## src/hdl/slrp_pkg.sv

```systemverilog
// Shared types, constants and codes of the sampled low-rank product unit.
package slrp_pkg;

  // Store geometry.
  localparam int MAX_ROWS   = 256;
  localparam int MAX_RANK   = 32;
  localparam int ROW_W      = 8;
  localparam int COL_W      = 5;
  localparam int ADDR_W     = ROW_W + COL_W;
  localparam int STORE_DEPTH = MAX_ROWS * MAX_RANK;

  // Field and register widths.
  localparam int VAL_W    = 32;
  localparam int ACC_W    = 64;
  localparam int RANK_W   = 6;
  localparam int ROWCNT_W = 9;
  localparam int CFG_W    = 9;
  localparam int CIDX_W   = 2;

  // Input operation codes.
  typedef enum logic [1:0] {
    OP_LOAD_U = 2'd0,
    OP_LOAD_V = 2'd1,
    OP_QUERY  = 2'd2,
    OP_NONE   = 2'd3
  } opcode_t;

  // Configuration register indexes.
  typedef enum logic [CIDX_W-1:0] {
    CFG_RANK   = 2'd0,
    CFG_U_ROWS = 2'd1,
    CFG_V_ROWS = 2'd2,
    CFG_SPARE  = 2'd3
  } cfg_index_t;

  // Commands from the controller to the datapath.
  typedef struct packed {
    logic load_u;
    logic load_v;
    logic start;
    logic issue;
    logic load_out;
  } ctrl_cmd_t;

  // Status from the datapath to the controller.
  typedef struct packed {
    logic skip;      // query needs no reads: row out of range or empty rank
    logic last;      // current read is the final rank column
    logic out_free;  // output register can take a new result this cycle
  } dp_status_t;

endpackage

```

## src/hdl/slrp_ctrl.sv

```systemverilog
// Controller state machine of the sampled low-rank product unit.
module slrp_ctrl
  import slrp_pkg::*;
(
  input  logic       clk,
  input  logic       rst,
  input  logic       in_valid,
  input  logic [1:0] opcode,
  output logic       in_stall,
  input  dp_status_t status,
  output ctrl_cmd_t  cmd
);

  typedef enum logic [3:0] {
    ST_IDLE   = 4'b0001,
    ST_ISSUE  = 4'b0010,
    ST_DRAIN  = 4'b0100,
    ST_FINISH = 4'b1000
  } state_t;

  state_t state, state_next;
  logic   drain_cnt, drain_cnt_next;
  logic   accept;

  assign in_stall = (state != ST_IDLE);
  assign accept   = in_valid && (state == ST_IDLE);

  // Next state and commands.
  always_comb begin
    state_next     = state;
    drain_cnt_next = drain_cnt;
    cmd            = '0;
    unique case (state)
      ST_IDLE: begin
        if (accept) begin
          cmd.load_u = (opcode == OP_LOAD_U);
          cmd.load_v = (opcode == OP_LOAD_V);
          if (opcode == OP_QUERY) begin
            cmd.start  = 1'b1;
            state_next = status.skip ? ST_FINISH : ST_ISSUE;
          end
        end
      end
      ST_ISSUE: begin
        cmd.issue = 1'b1;
        if (status.last) begin
          state_next     = ST_DRAIN;
          drain_cnt_next = 1'b0;
        end
      end
      ST_DRAIN: begin
        // Wait here while the read data and product registers empty.
        drain_cnt_next = 1'b1;
        if (drain_cnt) begin
          state_next = ST_FINISH;
        end
      end
      ST_FINISH: begin
        if (status.out_free) begin
          cmd.load_out = 1'b1;
          state_next   = ST_IDLE;
        end
      end
      default: begin
        state_next = ST_IDLE;
      end
    endcase
  end

  // State registers.
  always_ff @(posedge clk) begin
    if (rst) begin
      state     <= ST_IDLE;
      drain_cnt <= 1'b0;
    end else begin
      state     <= state_next;
      drain_cnt <= drain_cnt_next;
    end
  end

endmodule

```

## config.mk

```make
export PLATFORM = sky130hd
export DESIGN_NAME = slrp_ctrl
export DESIGN_NICKNAME = d
export VERILOG_FILES = /design/src/hdl/slrp_pkg.sv /design/src/hdl/slrp_ctrl.sv
export SDC_FILE = /design/constraint.sdc
export NUM_CORES = 1
export LEC_CHECK = 0
export BUFFER_PORTS_ARGS = -buffer_cell sky130_fd_sc_hd__buf_2
export CELL_PAD_IN_SITES_DETAIL_PLACEMENT = 0
export CELL_PAD_IN_SITES_GLOBAL_PLACEMENT = 1
export CORE_AREA = 4 4 41 43
export CTS_BUF_LIST = sky130_fd_sc_hd__clkbuf_16
export CTS_CLUSTER_DIAMETER = 200
export DETAILED_ROUTE_END_ITERATION = 10
export DIE_AREA = 0 0 45 47
export PLACE_DENSITY = 0.71
export SLEW_MARGIN = 25
export SYNTH_ARGS = -nofsm -noshare
export SYNTH_HDL_FRONTEND = slang
export SYNTH_SLANG_ARGS = --single-unit
export TNS_END_PERCENT = 5
```

## constraint.sdc

```tcl
create_clock -name clk -period 2.9 [get_ports clk]
set_clock_uncertainty 0.05 [all_clocks]
set_input_delay 0.145 -clock clk [delete_from_list [all_inputs] [get_ports clk]]
set_output_delay 0.145 -clock clk [all_outputs]
set_load 0.005 [all_outputs]
```

Yosys cells after proc, flatten, opt, wreduce, memory -nomap -nowiden:

Cells that the tools add are included.
Widths: inputs -> output; s select.

* eq/ne operators: 12
* reduce and logical (&&, ||, !) cells: 5
* $add $sub $neg: 0
* $mul: 0
* order comparisons: 0
* shifts and indexed selects: 0
* bitwise gates (word level): 0
* muxes and demuxes: 15
* div/mod/pow operators: 0

Operators with widths (count)
* $mux 4: 6
* $pmux 4 s4: 1
* $ne 2x2->1 const B: 4
* $mux 3: 2
* $mux 1: 5
* $reduce_and 5->1: 1
* $eq 4x1->1 const B: 1
* $eq 4x2->1 const B: 1
* $eq 4x3->1 const B: 1
* $eq 4x4->1 const B: 1
* $ne 4x1->1 const B: 1
* $eq 2x1->1 const B: 1
* $eq 2x2->1 const B: 1
* $logic_not 2->1: 1
* $ne 2x1->1 const B: 1
* $pmux 1 s2: 1
* $reduce_and 2->1: 1
* $reduce_bool 2->1: 1
* $logic_and 1x1->1: 1

* bits in latches: 0
* bits in writable memories: 0
* memories kept: 0
* output and inout bits: 6
* logic and storage cells: 34
* input port bits: 8
* memory bits (read-only): 0
* flip-flop bits (word level): 5

Depth between registers and ports, before layout:

* word-level depth: 4
* gate-level depth with buffers: 5
* depth with buffers taken out: 4

Worst setup path after synthesis:

OpenSTA, ideal clock, no wires.

* path type: register to register
* start: register state[1]
* end: register state[1]
* clock period less this slack: 1.403 ns
* stages on the path, launching flop included: 6
* data required time: 2.784 ns
* library setup time: 0.066 ns
* path slack: 1.497 ns
* arrival time: 1.287 ns
* buffers on the path: 1
* cells stage by stage: dfxtp_1 -> buf_6 -> nor4b_4 -> inv_2 -> or3_1 -> a21oi_2

* word-level cells in the longest chain between the ends: 4
* elaborated cells between the ends (all ways): 12
* classes of those cells: eq/ne: 9; mux: 1; reduce/logical: 2

Ends and longest elaborated chain
* start, declared: RTL line slrp_ctrl.sv:21 `state_t state, state_next;`
* start signal, assigned: RTL line slrp_ctrl.sv:76 `state <= state_next;`
* $eq 4x1->1: RTL line slrp_ctrl.sv:26, slrp_ctrl.sv:33
* $logic_and 1x1->1: RTL line slrp_ctrl.sv:26 `assign accept = in_valid && (state == ST_IDLE);`
* $ne 2x2->1 (no source line)
* $reduce_and 5->1 (no source line)

Several ways; a longest one is shown, not always the timed one.
A chain may end at the register's enable or synchronous reset.

==> impl_results.md <==
* Status: complete, no violations
* Crit path required time at roughly 2.7 ns
* Fin cells at between 70 and 80
* Syn Inst Count at roughly 40
* Synth top cells by count: dfxtp_1 (5), nor2_1 (5)
* Leakage at ~0.23 nW
* Rows at 13
* Final setup viols at 0
* Register area at 100.1 µm²
* Clock Sinks at 5
* CTS tree: built
* Worst Setup End Kind: output pin
* Slew @ Worst Pin at slightly above 0.4 ns
* Htree depth at 1
* Main flop type after synthesis: dfxtp_1
* Setup TNS at 0 ns
* FMAX at 582.7 MHz
* DRT Pass-1 Iters at 4
* Synthesis-to-layout area growth at 41.70%
* CTS resizes at 0
* Ant. Diodes at 0
* Global-route wire length before repair at roughly 1.5 mm
* Biggest area consumer among synthesized cells: dfxtp_1
* Largest net degree at the start of global routing at 12
* Met2 Usage GRT at 14.12%
* Via Count at approximately 360
* Post-Syn Area at between 300 and 400 µm²
* Worst hold path type: primary input to register
* Cells after DPL at 67
* Num ports at 14
* Worst Setup Start Kind: register
* Flop and latch count out of synthesis at 5
* Post-synth net total at between 40 and 50
* PD cells at around 680 mW/mm²
* Critical Path Max Stage Delay at 0.40 ns
* Syn_area_per_cell at 8.636 µm²
* Gr busiest metal: met2
* DRC errors left at 0
* Post-CTS Hold Buffers at 0
* PortBufs at 13
* Drt wl/cell at roughly 11 µm
* Slowest-stage cell, CP: dfxtp_1
* Reg clk slew, reported paths at 0.03 ns
* Routed Antenna Nets at 0
* Die Width at ~45 µm
* Critical path buffers and inverters at 2
* EDFF count, synth at 0
* Core ar. at around 0.0013 mm²
* Peak VDD IR at ~250 µV
* Period minus WS final at approximately 1.7 ns
* Largest buffer count on any clock path at 2
* Die Footprint at 0.002115 mm²
* Fin util at a little under 40%
* Area fraction of the dominant cell type after synthesis at between 20 and 30%
* Final period utilization at between 50 and 60%
* Max-cap violations at 0
* Antenna violations before repair at 0
* Rel. slew slack at between 70% and 80%
* Sequential area share after synthesis at roughly 28%
* CTS root buf: clkbuf_16
* Yosys cell types at 28
* Yosys warnings at 0
* DIE HEIGHT at approximately 47 µm
* Max Slew Vio Count at 0
* Postcts setup bufs at 0
* Num CTS Buffers at 3
* Number of global-route vias before repair at 347
* 1st-iter DRT viols at 8
* Vias per cell at roughly 5.0
* GRT Total Usage at roughly 11%
* Top cells by area, synth: dfxtp_1 (28%), nor4b_4 (6.7%), nor2_1 (5.3%), nor4b_1 (4.9%), a211oi_1 (4.2%)
* GR Util met3 at 4.215%
* Post-Route WL at slightly above 800 µm
* Crit-path cells: nor4b_4 -> inv_2 -> nor4b_1 -> buf_2
* FILL cells at 149
* Area of the multi-input gates at ~230 µm²
* RSZ-0062 raised after global routing: no
* Cell Area, Placed at roughly 420 µm²
* Layout cell share with drive strength beyond 1 at around 41%
* Met1 usage at a little under an eighth
* Final Wtd Congestion at 0.6531
* Asr flop ratio synth at 0%
* Worst-path fanout max at 8
* Worst skew pair latency at between 0.2 and 0.25 ns
* Finished Cell Area at about 500 µm²
* Worst EP arrival at approximately 1.5 ns
* Detail Placement HPWL at a little under 600 µm
* Final hold violation count at 0
* Crit-path leading delay family: simple AND/OR/NAND/NOR gates
* Initial core utilization at approximately 27%
* Final Net Count at 65
* WHS at between 0.07 and 0.08 ns
* Congestion Overflow GR at 0
* WS Path Type: register to output pin
stage by stage:
step	total power, mW	setup slack (ns)
after floorplan	0.1024	1.497
after global placement	0.1175	1.461
after detailed placement	0.1172	1.397
after CTS	0.3481	1.140
after global routing	0.3635	1.026
final	0.3421	1.184
cell type report:
class	count	share of cell area, %
Multi-Input combinational cell	32	46.13
Timing Repair Buffer	13	12.97
Inverter	2	1.496
Clock inverter	1	0.7481
Clock buffer	3	14.96
Sequential cell	5	19.95
Tap cell	15	3.741
where the power goes:
group          internal [mW]  leakage [nW]  switching [mW]
registers             0.0720        0.0406         0.00501
clock network          0.179        0.0423          0.0473
logic                 0.0209         0.145          0.0180
total                  0.272         0.228          0.0704
layout by cell type, fill, tap and decap left out, drive strengths merged, types with 2 or more instances in the layout:
cell type  netlist  final
inv              2      3
nor3             2      2
nor4b            3      3
or3              2      2
a21oi            3      3
nor2             5      5
clkbuf           1      3
dfxtp            5      5
buf              1     13
a21o             2      2
a211oi           2      2
and4b            2      2
final timing paths:
check,start,end,slack (ns),depth (start not counted)
min,rst,state[1]$_SDFFE_PP0P_,0.08,2
min reg2reg,drain_cnt$_SDFFE_PP0P_,drain_cnt$_SDFFE_PP0P_,0.47,2
max,state[1]$_SDFFE_PP0P_,cmd[4],1.18,4
max reg2reg,state[1]$_SDFFE_PP0P_,state[1]$_SDFFE_PP0P_,1.45,4
metal layers:
metal	up-vias	share of wire [%]
li1	183	-
met1	157	49
met2	14	39
met3	4	6.9
met4	0	4.7
met5	-	0
state kept, by name, indices dropped and copies added, names as in the netlist:
name       count
drain_cnt      1
state          4
cells by family (layout without fill, tap and decap cells):
family / after synthesis / in the layout / synth area share, %
XOR/XNOR: 1 / 1 / 2.474
AO/OA/AOI/OAI: 9 / 9 / 17.31
buffers and inverters: 4 / 19 / 6.357
flip-flops: 5 / 5 / 28.27
AND/OR/NAND/NOR: 22 / 22 / 45.59
(Power assumes the default switching activity.)
